`config.mk`:
```
export PLATFORM = sky130hd
export DESIGN_NAME = utf8_to_ucs2_decoder
export DESIGN_NICKNAME = d
export VERILOG_FILES = /design/src/rtl/core/utf8d_pkg.sv /design/src/rtl/core/utf8d_in_stage.sv /design/src/rtl/core/utf8d_decode.sv /design/src/rtl/core/utf8d_out_stage.sv /design/src/rtl/core/utf8_to_ucs2_decoder.sv
export SDC_FILE = /design/constraint.sdc
export NUM_CORES = 1
export LEC_CHECK = 0
export CORE_AREA = 4 4 71 73
export DETAILED_ROUTE_END_ITERATION = 8
export DIE_AREA = 0 0 75 77
export DONT_BUFFER_PORTS = 1
export GPL_TIMING_DRIVEN = 0
export SLEW_MARGIN = 20
export SYNTH_ARGS = -nofsm -noshare
export SYNTH_HDL_FRONTEND = slang
export SYNTH_SLANG_ARGS = --single-unit
```
`constraint.sdc`:
```
create_clock -name clock -period 5.1 [get_ports clock]
set_input_delay 0.51 -clock clock [delete_from_list [all_inputs] [get_ports clock]]
set_output_delay 0.51 -clock clock [all_outputs]
set_load 0.02 [all_outputs]
```
`src/rtl/core/utf8d_pkg.sv`:
```
// Shared types, constants and helpers of the UTF-8 to UCS-2 decoder.
package utf8d_pkg;

   typedef struct packed {
      logic [7:0] byte_in;
      logic       end_of_text;
   } req_item_type;

   typedef struct packed {
      logic [15:0] code_unit;
      logic        last_unit;
      logic        truncated;
   } rsp_item_type;

   typedef struct packed {
      logic         emit;
      rsp_item_type item;
   } dec_result_type;

   localparam logic [7:0] LEAD2_MASK = 8'h1f;
   localparam logic [7:0] LEAD3_MASK = 8'h0f;
   localparam logic [7:0] CONT_MASK  = 8'h3f;

   localparam logic [3:0] NIB_LAST_SINGLE = 4'hb;
   localparam logic [3:0] NIB_LAST_LEAD2  = 4'hd;
   localparam logic [3:0] NIB_LEAD3       = 4'he;

   localparam logic [1:0] PEND_NONE  = 2'd0;
   localparam logic [1:0] PEND_ONE   = 2'd1;
   localparam logic [1:0] PEND_TWO   = 2'd2;
   localparam logic [1:0] PEND_THREE = 2'd3;

   // fill missing continuation bytes with zero
   function automatic logic [15:0] pad_missing(input logic [15:0] value,
                                               input logic [1:0]  missing);
      logic [15:0] result;
      unique case (missing)
         PEND_NONE:  result = value;
         PEND_ONE:   result = {value[9:0], 6'd0};
         PEND_TWO:   result = {value[3:0], 12'd0};
         PEND_THREE: result = 16'd0;
         default:    result = value;
      endcase
      return result;
   endfunction

endpackage

```
`src/rtl/core/utf8d_in_stage.sv`:
```
// Input register stage of the UTF-8 to UCS-2 decoder.
module utf8d_in_stage (
   input  logic                   clock,
   input  logic                   reset,
   input  logic                   req_valid,
   output logic                   req_stall,
   input  utf8d_pkg::req_item_type req_item,
   input  logic                   advance,
   output logic                   stage_valid,
   output utf8d_pkg::req_item_type stage_item
);
   import utf8d_pkg::*;

   logic         valid_ff;
   logic         valid_in;
   req_item_type item_ff;
   logic         take;

   assign req_stall = valid_ff && !advance;
   assign take      = req_valid && !req_stall;
   assign valid_in  = take || (valid_ff && !advance);

   always_ff @(posedge clock) begin
      if (reset) begin
         valid_ff <= 1'b0;
      end else begin
         valid_ff <= valid_in;
      end
   end

   always_ff @(posedge clock) begin
      if (take) begin
         item_ff <= req_item;
      end
   end

   assign stage_valid = valid_ff;
   assign stage_item  = item_ff;

endmodule

```
`src/rtl/core/utf8d_decode.sv`:
```
// Sequence state and single-pass decode of one byte.
module utf8d_decode (
   input  logic                     clock,
   input  logic                     reset,
   input  logic                     advance,
   input  utf8d_pkg::req_item_type  stage_item,
   output utf8d_pkg::dec_result_type dec_result
);
   import utf8d_pkg::*;

   logic [1:0]  pending_ff;
   logic [1:0]  pending_in;
   logic [15:0] acc_ff;
   logic [15:0] acc_in;
   logic [7:0]  b;
   logic [3:0]  nib;
   logic        eot;
   logic [15:0] acc_next;
   logic [1:0]  pend_next;

   assign b   = stage_item.byte_in;
   assign nib = b[7:4];
   assign eot = stage_item.end_of_text;

   always_comb begin
      acc_next   = 16'd0;
      pend_next  = PEND_NONE;
      pending_in = pending_ff;
      acc_in     = acc_ff;
      dec_result = '0;
      if (pending_ff == PEND_NONE) begin
         priority if (nib <= NIB_LAST_SINGLE) begin
            acc_next  = 16'd0;
            pend_next = PEND_NONE;
         end else if (nib <= NIB_LAST_LEAD2) begin
            acc_next  = {8'd0, b & LEAD2_MASK};
            pend_next = PEND_ONE;
         end else if (nib == NIB_LEAD3) begin
            acc_next  = {8'd0, b & LEAD3_MASK};
            pend_next = PEND_TWO;
         end else begin
            acc_next  = 16'd0;
            pend_next = PEND_THREE;
         end
      end else begin
         acc_next  = {acc_ff[9:0], b[5:0] & CONT_MASK[5:0]};
         pend_next = pending_ff - PEND_ONE;
      end

      if (pending_ff == PEND_NONE && nib <= NIB_LAST_SINGLE) begin
         dec_result.emit           = 1'b1;
         dec_result.item.code_unit = {8'd0, b};
         dec_result.item.last_unit = eot;
         dec_result.item.truncated = 1'b0;
         pending_in = PEND_NONE;
         acc_in     = 16'd0;
      end else if (pending_ff != PEND_NONE && pend_next == PEND_NONE) begin
         dec_result.emit           = 1'b1;
         dec_result.item.code_unit = acc_next;
         dec_result.item.last_unit = eot;
         dec_result.item.truncated = 1'b0;
         pending_in = PEND_NONE;
         acc_in     = 16'd0;
      end else if (eot) begin
         dec_result.emit           = 1'b1;
         dec_result.item.code_unit = pad_missing(acc_next, pend_next);
         dec_result.item.last_unit = 1'b1;
         dec_result.item.truncated = 1'b1;
         pending_in = PEND_NONE;
         acc_in     = 16'd0;
      end else begin
         pending_in = pend_next;
         acc_in     = acc_next;
      end
   end

   always_ff @(posedge clock) begin
      if (reset) begin
         pending_ff <= PEND_NONE;
         acc_ff     <= 16'd0;
      end else if (advance) begin
         pending_ff <= pending_in;
         acc_ff     <= acc_in;
      end
   end

endmodule

```
`src/rtl/core/utf8d_out_stage.sv`:
```
// Result register of the UTF-8 to UCS-2 decoder.
module utf8d_out_stage (
   input  logic                      clock,
   input  logic                      reset,
   input  logic                      advance,
   input  utf8d_pkg::dec_result_type dec_result,
   output logic                      out_free,
   output logic                      rsp_valid,
   input  logic                      rsp_stall,
   output utf8d_pkg::rsp_item_type   rsp_item
);
   import utf8d_pkg::*;

   logic         valid_ff;
   logic         valid_in;
   rsp_item_type item_ff;

   assign out_free = !valid_ff || !rsp_stall;
   assign valid_in = advance ? dec_result.emit : (valid_ff && rsp_stall);

   always_ff @(posedge clock) begin
      if (reset) begin
         valid_ff <= 1'b0;
      end else begin
         valid_ff <= valid_in;
      end
   end

   always_ff @(posedge clock) begin
      if (advance && dec_result.emit) begin
         item_ff <= dec_result.item;
      end
   end

   assign rsp_valid = valid_ff;
   assign rsp_item  = item_ff;

endmodule

```
`src/rtl/core/utf8_to_ucs2_decoder.sv`:
```
// Top level of the UTF-8 to UCS-2 decoder.
//
//   channel | direction | handshake            | payload
//   req     | in        | req_valid/req_stall  | byte_in, end_of_text
//   rsp     | out       | rsp_valid/rsp_stall  | code_unit, last_unit, truncated
//
// A byte is taken every cycle unless rsp stalls; each result is registered.
// Throughput is set by the input register feeding the result register directly.
// Reset clears valid flags and the pending count; the first byte after is a lead.
// A stalled result holds the input register, which then stalls req.
module utf8_to_ucs2_decoder (
   input  logic                    clock,
   input  logic                    reset,
   input  logic                    req_valid,
   output logic                    req_stall,
   input  utf8d_pkg::req_item_type req_item,
   output logic                    rsp_valid,
   input  logic                    rsp_stall,
   output utf8d_pkg::rsp_item_type rsp_item
);
   import utf8d_pkg::*;

   logic           stage_valid;
   req_item_type   stage_item;
   logic           out_free;
   logic           advance;
   dec_result_type dec_result;

   assign advance = stage_valid && out_free;

   utf8d_in_stage u_in_stage (
      .clock       (clock),
      .reset       (reset),
      .req_valid   (req_valid),
      .req_stall   (req_stall),
      .req_item    (req_item),
      .advance     (advance),
      .stage_valid (stage_valid),
      .stage_item  (stage_item)
   );

   utf8d_decode u_decode (
      .clock      (clock),
      .reset      (reset),
      .advance    (advance),
      .stage_item (stage_item),
      .dec_result (dec_result)
   );

   utf8d_out_stage u_out_stage (
      .clock      (clock),
      .reset      (reset),
      .advance    (advance),
      .dec_result (dec_result),
      .out_free   (out_free),
      .rsp_valid  (rsp_valid),
      .rsp_stall  (rsp_stall),
      .rsp_item   (rsp_item)
   );

endmodule

```
==> reports/qor.yml, run 1 <==
routing:
  vias: 1172
  drc_errors: 0
  drtIter0Drc: 67
  ant_nets: 0
  vias_per_cell: 5.66
  first_pass_iters: 4
  wl_per_cell_um: 16.8
  routed_wl_um: 3480
yosys:
  ys_warn_count: 0
  syn_avg_cell_area_um2: 11.9
  synthAdderAreaFrac_pct: 0
  synth-simple-area-share_pct: 19.7
  synth_top_flop_cell: "edfxtp_1"
  synth_area_um2: 1730
  yosysUniqueCellTypes: 37
  synth_top_family_by_area: "simple AND/OR/NAND/NOR gates"
  muxShareOfSynthArea_pct: 0
  synth-xor-area-share_pct: 0
  synth_compound_area_share_pct: 14.0
  yosys.area.top_type_share_pct: 46.8
  synthTopCellsByArea: "edfxtp_1, dfxtp_1, nand3b_1"
  synth_seq_cells: 41
  synth_edf_count: 27
  synth-async-reset-ratio_pct: 0
  syn-num-nets: 159
  yosysTopAreaCell: "edfxtp_1"
  ys_seq_area_share_pct: 62.9
  synthCells: 146
floorplanning:
  die_x_um: 75
  io_pins: 33
  die_h_um: 77
  core_area_um2: 4350
  die_area_um2: 5780
  initial_core_util_pct: 39.8
  rows: 24
finish:
  instances_no_fill: 207
  nFillCells: 396
  antennaDiodeCount: 0
  drive_gt1_share_pct: 9.68
  fin_nets: 167
  area_growth_pct: 11.4
  design_area_um2: 1930
clocking:
  cts_max_path_buffers: 2
  cts_buffers: 5
  cts_setup_buffers: 0
  cts_tree: "built"
  ctsResizeCount: 0
  hold_buffers: 0
  clk_pin_slew_ps: 70
  insertion_delay_ps: 290
  h-tree-depth: 2
  cts.sinks: 41
  cts-root-buf: "clkbuf_8"
placed_design:
  place_area_um2: 1820
  dp.cells: 199
  routabilityCongestion: 0.839
  dpl.hpwl_um: 2470
  preCtsSetupSlack_ps: 2890
  numPortBuffers: 0
sta:
  rsz0062_at_grt: "no"
  timing.slew.headroom_pct: 47.8
  final-setup-viol-count: 0
  slew_viol_final: 0
  period_needed_ps: 2150
  fmax_mhz: 466
  hold_viol: 0
  setup_slack_ps: 2950
  fin_crit_sh_pct: 42.1
  setup_tns_ps: 0
  finalClockSkew_ps: 7.82
  worst_pin_slew_ps: 779
global_route:
  grt_usage_pct: 12.8
  grt_start_max_net_pins: 13
  antenna_found_initial: 0
  grt_pass1_vias: 1120
  grt-ovfl-total: 0
  grt_pass1_wl_um: 5530
job:
  drv_cap: 0
critical_path:
  crit_path_end_kind: "register"
  critPathRequiredTime_ps: 5110
  path_class: "reg -> reg"
  startpoint_type: "register"
  critPathArrivalTime_ps: 2150
  crit_path_max_fanout: 10
power:
  power.leakage_nw: 0.630
  p_per_area_nw_per_um2: 358
  peakVddDrop_mv: 0.199
outcome:
  status: "finished clean"
hold_path:
  hold_path_class: "in -> reg"
-- path summary, 6_finish.rpt --
path	cells past startpoint	slack [ps]	start	end
hold / removal	0	310	req_item[8]	u_in_stage.stage_item[8]
hold reg to reg	2	460	u_decode.acc_ff[7]	u_decode.acc_ff[7]
setup / recovery	4	2950	u_out_stage.rsp_valid	u_out_stage.rsp_item[14]
setup reg to reg	4	2950	u_out_stage.rsp_valid	u_out_stage.rsp_item[14]
-- critical path, cell delays in order, from the launching register on --
cell and delay [ps]:
dfxtp_1 410, a21bo_2 270, clkbuf_1 230, nor3_2 710, buf_6 230
-- metal layers --
layer / vias to the layer above / global-route usage (%) / routed length [um]
met1: 555 / 17.1 / 1700
met2: 49 / 17.9 / 1460
met4: 0 / 6.76 / 82
met3: 9 / 4.31 / 229
met5: - / 0 / 0
li1: 559 / - / -
-- sequential cells by signal, indices dropped and copies added, names as in the netlist --
register and count:
u_in_stage.stage_item 9, u_out_stage.rsp_item 18, u_decode.acc_ff 10, u_decode.pending_ff 2, u_in_stage.stage_valid 1, u_out_stage.rsp_valid 1
-- cells by family (layout without fill, tap and decap cells) --
| group | after synthesis | after routing |
|---|---|---|
| and+or+nand+nor | 58 | 58 |
| AOI/OAI and AO/OA | 34 | 34 |
| buffers and inverters | 13 | 22 |
| DFF | 41 | 41 |
-- layout by cell type (no fill, tap or decap), drive strengths merged, types with 2 or more instances in the layout --
cell and n:
o21ai 7, a31oi 2, nand2b 2, and3b 3, inv 3, buf 4, edfxtp 27, or3 2
o32ai 2, dfxtp 14, a32o 4, a22o 2, o41ai 2, nand3b 8, and2 6, a21oi 6
nand3 5, nand2 15, clkbuf 14, nor2b 7, a32oi 3, nor2 3
-- synth_stat cells, types with 2 or more instances --
library cell	n
buf_2	2
a22o_1	2
nand3_1	5
and3b_1	2
o32ai_1	2
nand2b_1	2
o21ai_0	7
a31oi_1	2
and2_1	6
a32o_1	4
dfxtp_1	14
clkbuf_1	7
a21oi_1	6
edfxtp_1	27
nor2_1	3
inv_1	3
or3_1	2
o41ai_1	2
a32oi_1	3
nor2b_1	7
nand3b_1	8
nand2_1	15
-- per-stage QoR --
stage               util (%)  hold slack (ps)  power (W)
floorplan                  -              428   0.000420
global placement        41.3              443   0.000430
detailed placement      41.7              445   0.000432
CTS                     44.4              308   0.000694
global route            44.4              296   0.000714
finish                  44.4              309   0.000691
-- power by group --
| group | internal (W) | switching [W] | total [W] |
|---|---|---|---|
| clock | 0.000159 | 0.000107 | 0.000267 |
| sequential | 0.000369 | 0.0000193 | 0.000389 |
| combinational | 0.0000144 | 0.0000215 | 0.0000360 |
| total | 0.000543 | 0.000148 | 0.000691 |
-- final cells by class --
| class | instances | area (um^2) | area share, % |
|---|---|---|---|
| inverters | 3 | 11.3 | 0.583 |
| plain buffers | 10 | 47.5 | 2.46 |
| well taps | 52 | 65.1 | 3.37 |
| flip-flops and latches | 41 | 1090 | 56.5 |
| multi-input cells | 92 | 589 | 30.5 |
| clock inverters | 1 | 30.0 | 1.55 |
| repair buffers | 1 | 11.3 | 0.583 |
| clock buffers | 7 | 86.3 | 4.47 |
(Power assumes the default switching activity.)
==> run 2, diff against run 1 <==
- clock period: 5.1 -> 2 ns (I/O delays scaled with it)
==> run 2 against run 1 <==
Sequential cell count did not move. Non-clock buffer count rose by 9. Hold slack got worse by 270 ps. Highest routed layer unchanged. Critical path type unchanged. Combinational power rose to 3.1 times the previous value.
==> reports/qor.yml, run 2 (synthesis gave the netlist of run 1 again) <==
routing:
  vias_per_cell: 5.50  # -2.9%
  ant_nets: 0  # unchanged
  wl_per_cell_um: 16.5  # -1.8%
  drc_errors: 0  # unchanged
  drtIter0Drc: 75  # +12%
  vias: 1188  # +1.4%
  first_pass_iters: 4  # unchanged
  routed_wl_um: 3560  # +2.5%
sta:
  timing.slew.headroom_pct: 38.5  # -9.2 points
  slew_viol_final: 0  # unchanged
  setup_tns_ps: 0  # unchanged
  final-setup-viol-count: 0  # unchanged
  worst_pin_slew_ps: 909  # +130 ps
  fin_crit_sh_pct: 94.8  # +53 points
  hold_viol: 0  # unchanged
  fmax_mhz: 528  # +13%
  rsz0062_at_grt: "no"
  period_needed_ps: 1900  # -250 ps
  finalClockSkew_ps: 7.34  # -0.480 ps
global_route:
  grt_pass1_wl_um: 5700  # +3.1%
  grt_usage_pct: 13.2  # +0.39 points
  grt_start_max_net_pins: 19  # +6
  grt-ovfl-total: 0  # unchanged
  antenna_found_initial: 0  # unchanged
  grt_pass1_vias: 1199  # +7.1%
finish:
  largest_reg_flops: 18  # unchanged
  utilization_pct: 46.8  # +2.4 points
  area_growth_pct: 17.5
  final_common_cell: "edfxtp_1"
  antennaDiodeCount: 0  # unchanged
  instances_no_fill: 216  # +4.3%
  drive_gt1_share_pct: 9.15  # -0.53 points
  layout_common_cells: "edfxtp_1, nand2_1, dfxtp_1"
  fin_nets: 176  # +5.4%
clocking:
  cts_tree: "built"
  cts_max_path_buffers: 2  # unchanged
  cts-root-buf: "clkbuf_8"
  h-tree-depth: 2  # unchanged
  insertion_delay_ps: 290  # about the same
  cts.sinks: 41  # unchanged
  cts_buffers: 5  # unchanged
  clk_pin_slew_ps: 70  # about the same
floorplanning:
  rows: 24  # unchanged
  core_area_um2: 4350  # unchanged
  die_area_um2: 5780  # unchanged
  die_h_um: 77  # unchanged
  die_x_um: 75  # unchanged
  io_pins: 33  # unchanged
  initial_core_util_pct: 39.8  # unchanged
critical_path:
  slowest_stage: "nor4bb_1"
  cp_cell_sequence: "nor4bb_1 > o22ai_1 > o21ai_0"
  path_buf_inv: 0  # -2
  startpoint_type: "register"
  crit_path_end_kind: "register"
  path_class: "reg -> reg"
  critPathRequiredTime_ps: 2210  # -2900 ps
  slowest_delay_ps: 830  # +120 ps
  crit_path_max_fanout: 6  # -4
  r2r_slack_ps: 100  # -2850 ps
  critical-path-top-delay-family: "simple AND/OR/NAND/NOR gates"
  critPathArrivalTime_ps: 2110  # -40 ps
power:
  switching_share_pct: 21.5  # +0.073 points
  p_int_w: 0.00140  # +160%
  p_per_area_nw_per_um2: 875  # +140%
  clockPowerShare_pct: 38.2  # -0.4 points
  peakVddDrop_mv: 0.476  # +140%
  pwr-share-comb_pct: 6.2  # +1.0 points
  seqPwrFrac_pct: 55.6  # -0.6 points
  p_sw_w: 0.000382  # +160%
  power.leakage_nw: 0.671  # +6.5%
placed_design:
  routabilityCongestion: 0.832  # -0.86%
  dpl.hpwl_um: 2450  # -1.0%
  numPortBuffers: 0  # unchanged
  dp.cells: 198  # -0.50%
outcome:
  status: "finished clean"
job:
  drv_cap: 0  # unchanged
hold_path:
  hold_path_class: "in -> reg"
==> run 2: final timing paths <==
path,to,start,cells after the start
max,u_decode.acc_ff[2],u_in_stage.stage_item[8],3
min,u_in_stage.stage_valid,req_valid,2
max reg2reg,u_decode.acc_ff[2],u_in_stage.stage_item[8],3
min reg2reg,u_decode.acc_ff[9],u_decode.acc_ff[9],2
==> run 2: layer usage <==
layer / up-vias / global-route usage (%) / wire, um
met5: - / 0 / 0
met4: 0 / 3.74 / 51
met3: 7 / 5.62 / 222
met2: 51 / 20.2 / 1710
met1: 554 / 16.8 / 1580
li1: 576 / - / -
==> run 2: repair_timing <==
| item | CTS | global route |
|---|---|---|
| hold buffers | 9 | 0 |
| hold endpoints to repair | 9 | 0 |
| setup endpoints to repair | 18 | 0 |
| resized for setup | 0 | 0 |
| setup buffers | 1 | 0 |
==> run 2: metrics by stage <==
step                      hold WS [ps]  setup WS (ps)  power [W]  area [um^2]
final                             35.8            105    0.00178         2040
after global routing              44.1          0.398    0.00184         2040
after CTS                         37.4            211    0.00179         2040
after detailed placement           299          -80.1    0.00110         1810
after global placement             299          -43.1    0.00110         1810
after floorplan                    299            218    0.00107         1750
==> run 2: power groups by stage <==
stage	sequential, W	combinational (W)	clock (W)
2_1_floorplan	0.000999	0.0000725	0
3_3_place_gp	0.00101	0.0000885	0
3_5_place_dp	0.00101	0.0000901	0
4_1_cts	0.000991	0.000109	0.000687
5_1_grt	0.000995	0.000122	0.000726
6_report	0.000991	0.000110	0.000681
==> run 2: area by class of cell <==
type | instances | area, um^2
multi-input combinational | 92 | 596
tap | 52 | 65.1
inverter | 3 | 11.3
clock inverter | 1 | 30.0
timing repair buffer | 10 | 110
sequential | 41 | 1090
fill | 388 | 2320
clock buffer | 7 | 86.3
buffer | 10 | 47.5
==> run 3, diff against run 2 <==
- CELL_PAD_IN_SITES_DETAIL_PLACEMENT: default -> 0
- CELL_PAD_IN_SITES_GLOBAL_PLACEMENT: default -> 1
- CORE_AREA: 4 4 71 73 -> 4 4 68 70
- DIE_AREA: 0 0 75 77 -> 0 0 72 74
- PLACE_DENSITY_LB_ADDON: default -> 0.1
- SLEW_MARGIN: 20 -> default
==> run 3 against run 2 <==
Routed wire length rose by 8.0%. Register-to-register slack improved by 140 ps. Sequential share of layout area rose by 0.16 points. First-iteration DRC count rose by 45%. Critical path depth fell by 1. Sequential cell count did not move. Die area fell by 7.7%. Sequential power barely moved. Global-route usage rose by 2.7 points. Hold slack improved by 10 ps. Combinational power barely moved. Clock skew fell by 2.1 ps. Largest cell class unchanged. Highest routed layer unchanged.
==> reports/qor.yml, run 3 (synthesis gave the netlist of run 1 again) <==
floorplanning:
  io_pins: 33  # unchanged
  rows: 23  # -4.2%
  die_h_um: 74  # -3.9%
  die_area_um2: 5330  # -7.7%
  core_area_um2: 3970  # -8.8%
  initial_core_util_pct: 43.7  # +3.8 points
  die_x_um: 72  # -4.0%
sta:
  timing.slew.headroom_pct: 44.8  # +6.2 points
  final-setup-viol-count: 0  # unchanged
  worst_pin_slew_ps: 827  # -82.4 ps
  rsz0062_at_grt: "no"
  setup_tns_ps: 0  # unchanged
  hold_viol: 0  # unchanged
  period_needed_ps: 1760  # -138 ps
  fmax_mhz: 569  # +7.8%
  finalClockSkew_ps: 5.28  # -2.06 ps
  slew_viol_final: 0  # unchanged
  fin_crit_sh_pct: 87.9  # -6.9 points
  setup_slack_ps: 243  # +138 ps
finish:
  fin_nets: 176  # unchanged
  seq_area_um2: 1090  # unchanged
  nFillCells: 356  # -8.2%
  multi_input_area_um2: 602  # +1.1%
  area_growth_pct: 17.1
  layout_common_cells: "edfxtp_1, nand2_1, dfxtp_1"
  drive_gt1_share_pct: 9.15  # unchanged
  instances_no_fill: 214  # -0.93%
  largest_reg_flops: 18  # unchanged
  final_common_cell: "edfxtp_1"
  design_area_um2: 2030  # -0.31%
  antennaDiodeCount: 0  # unchanged
placed_design:
  dp.cells: 196  # -1.0%
  dpl.hpwl_um: 2680  # +9.3%
  preCtsSetupSlack_ps: -121  # -41.1 ps
  place_area_um2: 1810  # -0.14%
  routabilityCongestion: 0.814  # -2.1%
  numPortBuffers: 0  # unchanged
routing:
  wl_per_cell_um: 18.0  # +9.0%
  drc_errors: 0  # unchanged
  first_pass_iters: 4  # unchanged
  drtIter0Drc: 109  # +45%
  routed_wl_um: 3850  # +8.0%
  ant_nets: 0  # unchanged
  vias_per_cell: 5.58  # +1.4%
  vias: 1194  # +0.51%
clocking:
  clk_pin_slew_ps: 70  # about the same
  insertion_delay_ps: 290  # about the same
  cts_tree: "built"
  cts_buffers: 5  # unchanged
  h-tree-depth: 2  # unchanged
  cts.sinks: 41  # unchanged
  cts-root-buf: "clkbuf_8"
  cts_max_path_buffers: 2  # unchanged
global_route:
  grt_pass1_wl_um: 6330  # +11%
  grt_pass1_vias: 1219  # +1.7%
  grtUsageMet2_pct: 27.1  # +6.9 points
  grt-busiest-layer: "met2"
  grt_usage_pct: 15.9  # +2.7 points
  grt_use_met1_pct: 19.7  # +2.9 points
  grt_start_max_net_pins: 19  # unchanged
  antenna_found_initial: 0  # unchanged
  grt-ovfl-total: 0  # unchanged
  grt.met3_usage_pct: 4.19  # -1.4 points
critical_path:
  crit_path_end_kind: "register"
  crit_path_max_fanout: 9  # +3
  startpoint_type: "register"
  path_class: "reg -> reg"
  critPathArrivalTime_ps: 1680  # -430 ps
  critPathRequiredTime_ps: 1920  # -290 ps
  r2r_slack_ps: 240  # +140 ps
outcome:
  status: "finished clean"
power:
  peakVddDrop_mv: 0.507  # +6.6%
  totalPowerFinal_w: 0.00175  # -2.1%
  p_per_area_nw_per_um2: 859  # -1.8%
  power.leakage_nw: 0.666  # -0.72%
hold_path:
  hold_path_class: "in -> reg"
job:
  drv_cap: 0  # unchanged
==> run 3: cell count changes in the layout (fill, tap and decap cells not counted), sizes merged <==
cell,previous run,this run
clkinv,0,1
clkbuf,14,13
==> run 3: metal layers <==
metal | share of wire [%] | up-vias
li1 | - | 577
met5 | 0 | -
met4 | 1.5 | 0
met2 | 49 | 43
met3 | 5.9 | 8
met1 | 44 | 566
==> run 3: worst max-delay path, cell delays in order, from the launching register on <==
cell and delay (ps):
dfxtp_1 400, and3_1 300, nor2b_1 680
==> run 3: per-stage QoR <==
| stage | util, % | hold WS (ps) |
|---|---|---|
| 5_1_grt | 51.1 | 89.8 |
| 2_1_floorplan | - | 299 |
| 6_report | 51.1 | 45.8 |
| 4_1_cts | 51.0 | 44.6 |
| 3_5_place_dp | 45.5 | 299 |
| 3_3_place_gp | 45.5 | 299 |
==> run 3: power breakdown <==
| part | total, W | leakage [nW] | switching [W] | internal [W] |
|---|---|---|---|---|
| sequential | 0.000991 | 0.370 | 0.0000497 | 0.000942 |
| combinational | 0.000112 | 0.243 | 0.0000609 | 0.0000516 |
| clock | 0.000641 | 0.0528 | 0.000273 | 0.000368 |
| total | 0.00175 | 0.666 | 0.000383 | 0.00136 |
==> run 3: final cells by class <==
cell class	count	share of cell area, %
flip-flops and latches	41	53.7
multi-input cells	92	29.6
repair buffers	10	5.42
clock buffers	6	3.57
well taps	50	3.08
plain buffers	10	2.34
clock inverters	2	1.66
inverters	3	0.555
==> run 3: worst paths after layout <==
kind | from | endpoint | cells after the start
min | req_valid | u_in_stage.stage_valid | 2
max | u_out_stage.rsp_valid | u_in_stage.stage_item[1] | 2
min reg2reg | u_decode.acc_ff[7] | u_decode.acc_ff[7] | 2
max reg2reg | u_out_stage.rsp_valid | u_in_stage.stage_item[1] | 2
==> run 3: repair_timing <==
| item | in CTS | in global routing |
|---|---|---|
| setup endpoints to repair | 18 | 1 |
| pin swaps | 1 | 0 |
| hold endpoints to repair | 9 | 0 |
| hold buffers | 9 | 0 |
| gates resized for setup | 0 | 1 |
| buffers inserted | 1 | 0 |
